$ cat src/rtl/efla_pkg.sv
// Shared constants and codes for the free-list block allocator.
`timescale 1ns / 1ps

package efla_pkg;

  localparam int MAX_BLOCKS = 255;
  localparam int BLK_W      = 8;
  localparam int BYTES_W    = 16;
  localparam int OFFSET_W   = 24;
  localparam int FUNC_W     = 3;
  localparam int STATUS_W   = 2;
  localparam int APB_W      = 32;
  localparam int PADDR_W    = 3;

  localparam logic [BLK_W-1:0] LAST_BLK = BLK_W'(MAX_BLOCKS - 1);
  localparam logic [BLK_W-1:0] MAX_BLK  = BLK_W'(MAX_BLOCKS);
  localparam logic [BLK_W-1:0] EPOCH_TOP = '1;

  localparam logic [FUNC_W-1:0] F_ALLOC  = 3'd0;
  localparam logic [FUNC_W-1:0] F_FREE   = 3'd1;
  localparam logic [FUNC_W-1:0] F_QUERY  = 3'd2;
  localparam logic [FUNC_W-1:0] F_CHECK  = 3'd3;
  localparam logic [FUNC_W-1:0] F_REINIT = 3'd4;

  localparam logic [STATUS_W-1:0] ST_OK     = 2'd0;
  localparam logic [STATUS_W-1:0] ST_FULL   = 2'd1;
  localparam logic [STATUS_W-1:0] ST_RANGE  = 2'd2;
  localparam logic [STATUS_W-1:0] ST_DOUBLE = 2'd3;

  localparam logic REG_NUM_BLOCKS  = 1'b0;
  localparam logic REG_BLOCK_BYTES = 1'b1;

endpackage

$ cat src/rtl/embedded_free_list_block_allocator_unit.sv
// Free-list block allocator: link memory walker with APB configuration.
// Results: free and unused codes answer straight from idle; allocate reads the head's link first if not empty;
//   query answers at once when settled at the head, else follows links (up to free_total-1);
//   check answers at once when settled without a walk, else tests mark then link per followed link; reinit sweeps.
// Throughput: one word at a time; busy covers the whole walk. The single read port of the
//   link memory (one link per cycle) bounds walk speed.
// Reset: rst_n is synchronous, active low. After reset the block sweeps the link and
//   seen-mark memories with busy high. Once the 255 mark epochs are used up,
//   the next walking check adds a seen-mark clear before its walk.
//   The receiver cannot stall results.
`timescale 1ns / 1ps

module embedded_free_list_block_allocator_unit (
  input  logic                               clk,
  input  logic                               rst_n,
  // command channel
  input  logic                               start,
  output logic                               busy,
  input  logic [efla_pkg::FUNC_W-1:0]        in_func,
  input  logic [efla_pkg::BLK_W-1:0]         in_block_index,
  // result channel
  output logic                               out_valid,
  output logic [efla_pkg::STATUS_W-1:0]      out_status,
  output logic [efla_pkg::BLK_W-1:0]         out_granted_index,
  output logic [efla_pkg::OFFSET_W-1:0]      out_granted_offset,
  output logic                               out_is_free,
  output logic                               out_corrupt,
  output logic [efla_pkg::BLK_W-1:0]         out_free_count,
  // APB configuration port
  input  logic                               psel,
  input  logic                               penable,
  input  logic                               pwrite,
  input  logic [efla_pkg::PADDR_W-1:0]       paddr,
  input  logic [efla_pkg::APB_W-1:0]         pwdata,
  output logic [efla_pkg::APB_W-1:0]         prdata,
  output logic                               pready
);

  // controller states
  localparam logic [2:0] S_IDLE  = 3'd0;
  localparam logic [2:0] S_ALLOC = 3'd1;  // link read of head in flight
  localparam logic [2:0] S_QUERY = 3'd2;  // one link compared per cycle
  localparam logic [2:0] S_CMARK = 3'd3;  // check: test seen mark, set mark, read link
  localparam logic [2:0] S_CLINK = 3'd4;  // check: range-test link, read its mark
  localparam logic [2:0] S_SWEEP = 3'd5;  // memory sweep, one entry per cycle

  // sweep kinds
  localparam logic [1:0] K_RESET  = 2'd0;
  localparam logic [1:0] K_REINIT = 2'd1;
  localparam logic [1:0] K_SEEN   = 2'd2;  // seen marks only, before a check

  localparam int BW = efla_pkg::BLK_W;

  logic [2:0]    state_r, state_nxt;
  logic [1:0]    kind_r, kind_nxt;
  logic [BW-1:0] cnt_r, cnt_nxt;
  logic [BW-1:0] sweep_n_r, sweep_n_nxt;
  logic [BW-1:0] head_r, head_nxt;
  logic [BW-1:0] total_r, total_nxt;
  logic [BW-1:0] epoch_r, epoch_nxt;
  logic [BW-1:0] idx_r, idx_nxt;
  logic [BW-1:0] rem_r, rem_nxt;
  logic [BW-1:0] blk_r, blk_nxt;
  logic          first_r, first_nxt;

  logic [BW-1:0]                    num_blocks_r;
  logic [efla_pkg::BYTES_W-1:0]     block_bytes_r;

  logic                               out_valid_r, out_valid_nxt;
  logic [efla_pkg::STATUS_W-1:0]      out_status_r, out_status_nxt;
  logic [BW-1:0]                      out_gidx_r, out_gidx_nxt;
  logic [efla_pkg::OFFSET_W-1:0]      out_goff_r, out_goff_nxt;
  logic                               out_isf_r, out_isf_nxt;
  logic                               out_cor_r, out_cor_nxt;
  logic [BW-1:0]                      out_cnt_r, out_cnt_nxt;

  // memory ports
  logic          link_we;
  logic [BW-1:0] link_waddr, link_wdata, link_raddr, link_rdata;
  logic          seen_we;
  logic [BW-1:0] seen_waddr, seen_wdata, seen_raddr, seen_rdata;

  logic          accept;
  logic [BW-1:0] n_force;
  logic [BW:0]   sweep_next;

  assign accept  = start && (state_r == S_IDLE);
  assign busy    = (state_r != S_IDLE);
  assign n_force = (num_blocks_r > efla_pkg::MAX_BLK) ? efla_pkg::MAX_BLK : num_blocks_r;
  assign sweep_next = {1'b0, cnt_r} + 1'b1;

  // link memory: next free block for every free block
  efla_ram #(.WIDTH(BW), .DEPTH(efla_pkg::MAX_BLOCKS)) u_link_ram (
    .clk   (clk),
    .we    (link_we),
    .waddr (link_waddr),
    .wdata (link_wdata),
    .raddr (link_raddr),
    .rdata (link_rdata)
  );

  // seen marks for check: an entry is marked when it holds the current epoch
  efla_ram #(.WIDTH(BW), .DEPTH(efla_pkg::MAX_BLOCKS)) u_seen_ram (
    .clk   (clk),
    .we    (seen_we),
    .waddr (seen_waddr),
    .wdata (seen_wdata),
    .raddr (seen_raddr),
    .rdata (seen_rdata)
  );

  // APB: zero wait states, combinational read back
  assign pready = 1'b1;

  always_comb begin
    unique case (paddr[2])
      efla_pkg::REG_NUM_BLOCKS:  prdata = {{(efla_pkg::APB_W-BW){1'b0}}, num_blocks_r};
      efla_pkg::REG_BLOCK_BYTES: prdata = {{(efla_pkg::APB_W-efla_pkg::BYTES_W){1'b0}},
                                           block_bytes_r};
      default:                   prdata = '0;
    endcase
  end

  always_ff @(posedge clk) begin
    if (!rst_n) begin
      num_blocks_r  <= efla_pkg::MAX_BLK;
      block_bytes_r <= efla_pkg::BYTES_W'(16);
    end else if (psel && penable && pwrite && pready) begin
      if (paddr[2] == efla_pkg::REG_NUM_BLOCKS) begin
        num_blocks_r <= pwdata[BW-1:0];
      end else begin
        block_bytes_r <= pwdata[efla_pkg::BYTES_W-1:0];
      end
    end
  end

  // main controller
  always_comb begin
    state_nxt   = state_r;
    kind_nxt    = kind_r;
    cnt_nxt     = cnt_r;
    sweep_n_nxt = sweep_n_r;
    head_nxt    = head_r;
    total_nxt   = total_r;
    epoch_nxt   = epoch_r;
    idx_nxt     = idx_r;
    rem_nxt     = rem_r;
    blk_nxt     = blk_r;
    first_nxt   = first_r;

    out_valid_nxt  = 1'b0;
    out_status_nxt = out_status_r;
    out_gidx_nxt   = out_gidx_r;
    out_goff_nxt   = out_goff_r;
    out_isf_nxt    = out_isf_r;
    out_cor_nxt    = out_cor_r;
    out_cnt_nxt    = out_cnt_r;

    link_we    = 1'b0;
    link_waddr = cnt_r;
    link_wdata = '0;
    link_raddr = head_r;
    seen_we    = 1'b0;
    seen_waddr = idx_r;
    seen_wdata = epoch_r;
    seen_raddr = idx_r;

    unique case (state_r)
      S_IDLE: begin
        if (accept) begin
          // most results come out at the accept edge; fill in a plain word first
          out_status_nxt = efla_pkg::ST_OK;
          out_gidx_nxt   = '0;
          out_goff_nxt   = '0;
          out_isf_nxt    = 1'b0;
          out_cor_nxt    = 1'b0;
          out_cnt_nxt    = total_r;
          case (in_func)
            efla_pkg::F_ALLOC: begin
              if (total_r == '0) begin
                out_status_nxt = efla_pkg::ST_FULL;
                out_valid_nxt  = 1'b1;
              end else begin
                state_nxt = S_ALLOC;  // link of head is read this cycle
              end
            end
            efla_pkg::F_FREE: begin
              out_valid_nxt = 1'b1;
              if (in_block_index >= n_force) begin
                out_status_nxt = efla_pkg::ST_RANGE;
              end else if (total_r != '0 && head_r == in_block_index) begin
                out_status_nxt = efla_pkg::ST_DOUBLE;
              end else begin
                link_we    = 1'b1;
                link_waddr = in_block_index;
                link_wdata = head_r;
                head_nxt   = in_block_index;
                if (total_r != '1) begin
                  total_nxt   = total_r + 1'b1;
                  out_cnt_nxt = total_r + 1'b1;
                end
              end
            end
            efla_pkg::F_QUERY: begin
              blk_nxt = in_block_index;
              if (total_r == '0) begin
                out_valid_nxt = 1'b1;
              end else if (head_r == in_block_index) begin
                out_isf_nxt   = 1'b1;
                out_valid_nxt = 1'b1;
              end else if (total_r == BW'(1)) begin
                out_valid_nxt = 1'b1;
              end else begin
                rem_nxt   = total_r - 1'b1;
                state_nxt = S_QUERY;
              end
            end
            efla_pkg::F_CHECK: begin
              if (total_r > n_force) begin
                out_cor_nxt   = 1'b1;
                out_valid_nxt = 1'b1;
              end else if (total_r == '0) begin
                out_valid_nxt = 1'b1;
              end else if (head_r >= n_force) begin
                out_cor_nxt   = 1'b1;
                out_valid_nxt = 1'b1;
              end else begin
                idx_nxt   = head_r;
                rem_nxt   = total_r - 1'b1;
                first_nxt = 1'b1;
                if (epoch_r == efla_pkg::EPOCH_TOP) begin
                  // epochs used up: clear the marks first
                  kind_nxt  = K_SEEN;
                  cnt_nxt   = '0;
                  state_nxt = S_SWEEP;
                end else begin
                  epoch_nxt = epoch_r + 1'b1;
                  state_nxt = S_CMARK;
                end
              end
            end
            efla_pkg::F_REINIT: begin
              kind_nxt    = K_REINIT;
              cnt_nxt     = '0;
              sweep_n_nxt = n_force;
              state_nxt   = S_SWEEP;
            end
            default: begin
              out_valid_nxt = 1'b1;
            end
          endcase
        end
      end

      S_ALLOC: begin
        head_nxt       = link_rdata;
        total_nxt      = total_r - 1'b1;
        out_gidx_nxt   = head_r;
        out_goff_nxt   = efla_pkg::OFFSET_W'(head_r) * efla_pkg::OFFSET_W'(block_bytes_r);
        out_cnt_nxt    = total_r - 1'b1;
        out_valid_nxt  = 1'b1;
        state_nxt      = S_IDLE;
      end

      S_QUERY: begin
        // link_rdata is the next block on the list
        if (link_rdata == blk_r) begin
          out_isf_nxt   = 1'b1;
          out_valid_nxt = 1'b1;
          state_nxt     = S_IDLE;
        end else if (rem_r == BW'(1)) begin
          out_valid_nxt = 1'b1;
          state_nxt     = S_IDLE;
        end else begin
          rem_nxt    = rem_r - 1'b1;
          link_raddr = link_rdata;
        end
      end

      S_CMARK: begin
        if (!first_r && seen_rdata == epoch_r) begin
          out_cor_nxt   = 1'b1;  // repeated link
          out_valid_nxt = 1'b1;
          state_nxt     = S_IDLE;
        end else begin
          seen_we = 1'b1;
          if (rem_r == '0) begin
            out_valid_nxt = 1'b1;  // last free block: its link is not followed
            state_nxt     = S_IDLE;
          end else begin
            link_raddr = idx_r;
            state_nxt  = S_CLINK;
          end
        end
      end

      S_CLINK: begin
        rem_nxt = rem_r - 1'b1;
        if (link_rdata >= n_force) begin
          out_cor_nxt   = 1'b1;
          out_valid_nxt = 1'b1;
          state_nxt     = S_IDLE;
        end else begin
          idx_nxt    = link_rdata;
          seen_raddr = link_rdata;
          first_nxt  = 1'b0;
          state_nxt  = S_CMARK;
        end
      end

      S_SWEEP: begin
        link_we    = (kind_r != K_SEEN);
        link_waddr = cnt_r;
        link_wdata = (sweep_next < {1'b0, sweep_n_r}) ? sweep_next[BW-1:0] : '0;
        seen_we    = 1'b1;
        seen_waddr = cnt_r;
        seen_wdata = '0;
        if (cnt_r == efla_pkg::LAST_BLK) begin
          epoch_nxt = '0;
          unique case (kind_r)
            K_SEEN: begin
              epoch_nxt = BW'(1);
              state_nxt = S_CMARK;
            end
            K_REINIT: begin
              head_nxt       = '0;
              total_nxt      = sweep_n_r;
              out_status_nxt = efla_pkg::ST_OK;
              out_gidx_nxt   = '0;
              out_goff_nxt   = '0;
              out_isf_nxt    = 1'b0;
              out_cor_nxt    = 1'b0;
              out_cnt_nxt    = sweep_n_r;
              out_valid_nxt  = 1'b1;
              state_nxt      = S_IDLE;
            end
            default: begin
              head_nxt  = '0;
              total_nxt = sweep_n_r;
              state_nxt = S_IDLE;
            end
          endcase
        end else begin
          cnt_nxt = cnt_r + 1'b1;
        end
      end

      default: begin
        state_nxt = S_IDLE;
      end
    endcase
  end

  always_ff @(posedge clk) begin
    if (!rst_n) begin
      state_r     <= S_SWEEP;
      kind_r      <= K_RESET;
      cnt_r       <= '0;
      sweep_n_r   <= efla_pkg::MAX_BLK;
      head_r      <= '0;
      total_r     <= efla_pkg::MAX_BLK;
      epoch_r     <= '0;
      out_valid_r <= 1'b0;
    end else begin
      state_r     <= state_nxt;
      kind_r      <= kind_nxt;
      cnt_r       <= cnt_nxt;
      sweep_n_r   <= sweep_n_nxt;
      head_r      <= head_nxt;
      total_r     <= total_nxt;
      epoch_r     <= epoch_nxt;
      out_valid_r <= out_valid_nxt;
    end
  end

  // walk payload and result word
  always_ff @(posedge clk) begin
    idx_r        <= idx_nxt;
    rem_r        <= rem_nxt;
    blk_r        <= blk_nxt;
    first_r      <= first_nxt;
    out_status_r <= out_status_nxt;
    out_gidx_r   <= out_gidx_nxt;
    out_goff_r   <= out_goff_nxt;
    out_isf_r    <= out_isf_nxt;
    out_cor_r    <= out_cor_nxt;
    out_cnt_r    <= out_cnt_nxt;
  end

  assign out_valid          = out_valid_r;
  assign out_status         = out_status_r;
  assign out_granted_index  = out_gidx_r;
  assign out_granted_offset = out_goff_r;
  assign out_is_free        = out_isf_r;
  assign out_corrupt        = out_cor_r;
  assign out_free_count     = out_cnt_r;

  // reported free count always tracks the list state it came from
  a_count_tracks: assert property (@(posedge clk) disable iff (!rst_n)
    out_valid |-> out_free_count == total_r)
    else $error("free_count word differs from free total");

  // a free is answered from idle: its result word is registered straight from the accept and busy stays low
  a_free_one_cycle: assert property (@(posedge clk) disable iff (!rst_n)
    (start && !busy && in_func == efla_pkg::F_FREE) |=> (out_valid && !busy))
    else $error("free did not complete in one cycle");

  // pool full only when nothing is left
  a_full_empty: assert property (@(posedge clk) disable iff (!rst_n)
    (out_valid && out_status == efla_pkg::ST_FULL) |-> out_free_count == '0)
    else $error("pool full reported with free blocks");

  // sweep stays inside the memories
  a_sweep_range: assert property (@(posedge clk) disable iff (!rst_n)
    state_r == S_SWEEP |-> cnt_r <= efla_pkg::LAST_BLK)
    else $error("sweep index past last entry");

endmodule

$ cat src/rtl/efla_ram.sv
// Generic single-write, single-read synchronous RAM with registered read data.
`timescale 1ns / 1ps

module efla_ram #(
  parameter int WIDTH = 8,
  parameter int DEPTH = 256
) (
  input  logic                     clk,
  input  logic                     we,
  input  logic [$clog2(DEPTH)-1:0] waddr,
  input  logic [WIDTH-1:0]         wdata,
  input  logic [$clog2(DEPTH)-1:0] raddr,
  output logic [WIDTH-1:0]         rdata
);

  logic [WIDTH-1:0] mem [DEPTH];
  logic [WIDTH-1:0] rdata_r;

  always_ff @(posedge clk) begin
    if (we) begin
      mem[waddr] <= wdata;
    end
    rdata_r <= mem[raddr];
  end

  assign rdata = rdata_r;

endmodule
$ cat config.mk
export PLATFORM = sky130hd
export DESIGN_NAME = embedded_free_list_block_allocator_unit
export DESIGN_NICKNAME = d
export VERILOG_FILES = /design/src/rtl/efla_pkg.sv /design/src/rtl/embedded_free_list_block_allocator_unit.sv /design/src/rtl/efla_ram.sv
export SDC_FILE = /design/constraint.sdc
export NUM_CORES = 2
export LEC_CHECK = 0
export BUFFER_PORTS_ARGS = -buffer_cell sky130_fd_sc_hd__buf_2
export CORE_ASPECT_RATIO = 1.2
export CORE_MARGIN = 10
export CORE_UTILIZATION = 53
export DETAILED_ROUTE_END_ITERATION = 10
export GPL_TIMING_DRIVEN = 0
export MAX_ROUTING_LAYER = met4
export PLACE_DENSITY_LB_ADDON = 0.3
export SETUP_SLACK_MARGIN = 0.05
export SYNTH_ARGS = -nofsm -noshare
export SYNTH_HDL_FRONTEND = slang
export SYNTH_HIERARCHICAL = 1
export SYNTH_SLANG_ARGS = --single-unit
export TNS_END_PERCENT = 10
$ cat constraint.sdc
create_clock -name clk -period 19 [get_ports clk]
set_input_delay 0.95 -clock clk [delete_from_list [all_inputs] [get_ports clk]]
set_output_delay 0.95 -clock clk [all_outputs]
set_load 0.05 [all_outputs]
==> flow_metrics.tcl <==
set metrics [dict create \
    gr-total-overflow 0 \
    r2r-start "epoch_r[2]$_SDFFE_PN0P_" \
    postCtsHoldBufs 0 \
    cp.required_ns 19.76 \
    grt_pass1_vias 99500 \
    critPathCaptureType "register" \
    min_to "block_bytes_r[9]$_SDFFE_PN0P_" \
    place.gp.congestion 1.09 \
    area_delta_synth_final_pct 12.7 \
    clkSlewWorstSetupHoldPaths_ns 0.07 \
    status "complete, but fails checks" \
    fin_area_sq_um 196000 \
    dieArea_sq_um 352000 \
    irDropWorstVdd_mv 0.108 \
    die_w_microns 543 \
    max-cap-violations 25 \
    async_flop_share 0 \
    path_buf_inv 7 \
    critPathLaunch "epoch_r[2]$_SDFFE_PN0P_" \
    grt_first_pass_wirelength_mm 911 \
    core_area_sq_um 327000 \
    drt-pass1-iter-count 9 \
    synth-main-ff-cell "edfxtp_1" \
    cts_max_path_buffers 4 \
    wl_per_cell_microns 47.5 \
    worstPathCellList "buf_2 -> xnor2_1 -> nand3_1 -> nor4_1 -> a31oi_1 -> and3_1 -> nor2_1 -> a21o_1 -> buf_4 -> buf_2 -> buf_2 -> buf_2 -> buf_2 -> buf_2 -> nand2_1 -> nand3_1 -> nand2_1 -> nor4_1 -> o2111ai_1 -> o31ai_1" \
    grt_max_degree 91 \
    start_util 0.532 \
    crit_slowest_cell "nor4_1" \
    finalSetupViolCount 0 \
    antenna_found_initial 62 \
    setup_tns_ns 0 \
    cts_setup_buffers 0 \
    ff2ff_setup_slack_ns 9.57 \
    num-fill-cells 23500 \
    crit_family "buffers and inverters" \
    ys_seq_area_frac 0.726 \
    drc 0 \
    syn_inst 9308 \
    yosys.cell_types.count 100 \
    synth_edf_count 4149 \
    final_layout_size_suffix_gt1_frac 0.203 \
    violations "max-capacitance violations, max-slew violations" \
    layout_min_cycle_time_ns 9.43 \
    skew_ns 0.0880 \
    worstSkewPairLatency_ns 1.04 \
    ys_warn_count 6 \
    die_y_microns 648 \
    ant_nets 0 \
    fin_util 0.600 \
    dp_cells 13800 \
    drt-initial-drc-count 20500 \
    place_area_sq_um 182000 \
    cts.htree.levels 5 \
    clockRootBuffer "clkbuf_16" \
    instances_no_fill 14700 \
    place.detailed.hpwl_mm 473 \
    r2r_cells 20 \
    max_freq_ghz 0.106 \
    rsz0062_at_grt "false" \
    worst_pin_slew_ns 1.74 \
    fin_nets 10200 \
    rows 230 \
    whs_ns 0.228 \
    cts_resized 0 \
    synth.cell_area_sq_um 174000 \
    cts_sinks 4235 \
    max_stage_delay_ns 0.86 \
    drt-vias-per-instance 7.26 \
    cp_max_fo 12 \
    via_count 106000 \
    r2r-end "u_link_ram/rdata[3]$_DFF_P_" \
    ys_ff_latch 4235 \
    numCtsBuffers 407 \
    slew_viol_final 228 \
    crit_path_start_kind "register" \
    power_density_nw_per_um2 126 \
    path_common_cell "buf_2" \
    avgSynthCellArea_sq_um 18.7 \
    grt_usage 0.401 \
    relSlewSlack -0.158 \
    worstHoldPathCells 3 \
    period_share 0.496 \
    port_buffers 94 \
    critPathKind "register to register" \
    routed_wl_mm 697 \
    hp-start "pwdata[9]" \
    hold_violations 0 \
    tritoncts "built" \
    p_leak_nw 64.6 \
    io_pins 131 \
    hold_path.class "input port to register" \
    arrival_ns 10.19 \
]
metal layers:
| metal | share of wire | wire length (microns) | up-vias | track usage |
|---|---|---|---|---|
| met5 | 0 | 0 | - | - |
| met4 | 0.11 | 79500 | 0 | 0.343 |
| met3 | 0.14 | 97500 | 2962 | 0.130 |
| met2 | 0.44 | 304000 | 10100 | 0.574 |
| met1 | 0.31 | 215000 | 54400 | 0.456 |
| li1 | - | - | 39000 | - |
state kept, by name, indices dropped and copies added, names as in the netlist, 3 cells and up:
name / cells
state_r: 3
blk_r: 8
block_bytes_r: 16
sweep_n_r: 8
total_r: 8
u_seen_ram/rdata: 8
idx_r: 8
out_granted_index: 8
u_link_ram/rdata: 8
u_seen_ram/mem: 2040
u_link_ram/mem: 2040
cnt_r: 8
rem_r: 8
epoch_r: 8
out_granted_offset: 24
num_blocks_r: 8
out_free_count: 8
head_r: 8
layout make-up:
cell class                 instances  area, sq um  area share
clock inverter                   266         2690      0.0137
antenna                           94          235     0.00120
sequential                      4235       126000       0.644
multi-input combinational       4358        43300       0.221
tap                             4292         5370      0.0274
clock buffer                     486        10600      0.0541
inverter                         146          548     0.00280
buffer                           584         4150      0.0212
timing repair buffer             206         2790      0.0142
synthesized netlist by cell type (all sizes together), types with 28 or more instances:
| cell | count | area, sq um |
|---|---|---|
| ha | 91 | 1140 |
| and2 | 143 | 897 |
| a211oi | 45 | 338 |
| xnor2 | 42 | 368 |
| o221ai | 121 | 1060 |
| nor2b | 56 | 350 |
| mux2 | 32 | 360 |
| inv | 142 | 533 |
| clkbuf | 250 | 1110 |
| a21oi | 214 | 1070 |
| nand4 | 51 | 319 |
| edfxtp | 4149 | 125000 |
| nor3 | 73 | 418 |
| a31oi | 50 | 313 |
| fa | 84 | 1680 |
| nor2 | 707 | 2660 |
| o211ai | 44 | 330 |
| nand2 | 491 | 1850 |
| a22oi | 51 | 383 |
| mux2i | 404 | 4040 |
| mux4 | 884 | 20400 |
| dfxtp | 86 | 1720 |
| o22ai | 120 | 751 |
| o21ai | 119 | 603 |
| buf | 332 | 2910 |
| a2111oi | 28 | 264 |
| and3 | 60 | 375 |
| nand3 | 140 | 718 |
report_power, final:
| group | switching [mW] | internal [mW] | leakage (nW) |
|---|---|---|---|
| Sequential | 0.0627 | 10.4 | 39.9 |
| Clock | 3.65 | 4.57 | 6.49 |
| Combinational | 4.46 | 1.55 | 18.3 |
| Total | 8.17 | 16.5 | 64.6 |
per-stage QoR:
stage          setup WS, ns  power, mW
2_1_floorplan          5.00       13.4
3_3_place_gp          -8.02       16.4
3_5_place_dp          10.22       16.3
4_1_cts               10.19       24.3
5_1_grt               10.07       24.8
6_report               9.57       24.7
worst reg2reg max path, delay by kind of cell, from the launching register on:
| kind | cells | cell delay (ns) |
|---|---|---|
| buf+inv | 7 | 4.09 |
| simple gates | 8 | 3.09 |
| compound gates | 4 | 1.55 |
| flops | 1 | 0.29 |
| xor+xnor | 1 | 0.19 |
placed cells by master, fill, tap and decap left out, drive strengths merged, types with 94 or more instances in the layout:
cell / netlist / layout
nor2: 707 / 707
mux2i: 404 / 404
clkbuf: 250 / 736
and2: 143 / 143
edfxtp: 4149 / 4149
nand2: 491 / 491
o221ai: 121 / 121
o22ai: 120 / 120
a21oi: 214 / 214
inv: 142 / 157
mux4: 884 / 884
buf: 332 / 538
diode: 0 / 94
o21ai: 119 / 119
nand3: 140 / 140
clkinv: 4 / 196
cells by family after synthesis:
family,share of synthesized area
AO/OA/AOI/OAI,0.0380
XOR/XNOR,0.00287
adder cells (fa/ha/maj),0.0162
buffers and inverters,0.0264
flip-flops,0.726
multiplexers,0.142
other,0.0000432
AND/OR/NAND/NOR,0.0479
worst max-delay path by stage:
stage	cells after the start	slack, ns	endpoint
6_report	20	9.57	u_link_ram/rdata[3]$_DFF_P_
3_3_place_gp	9	-8.02	u_link_ram/mem[122][7]$_DFFE_PP_
3_5_place_dp	20	10.22	u_link_ram/rdata[3]$_DFF_P_
5_1_grt	20	10.07	u_link_ram/rdata[3]$_DFF_P_
4_1_cts	20	10.19	u_link_ram/rdata[3]$_DFF_P_
2_1_floorplan	9	5.00	u_link_ram/mem[0][0]$_DFFE_PP_
No activity file was read; power rests on OpenSTA's default activity.
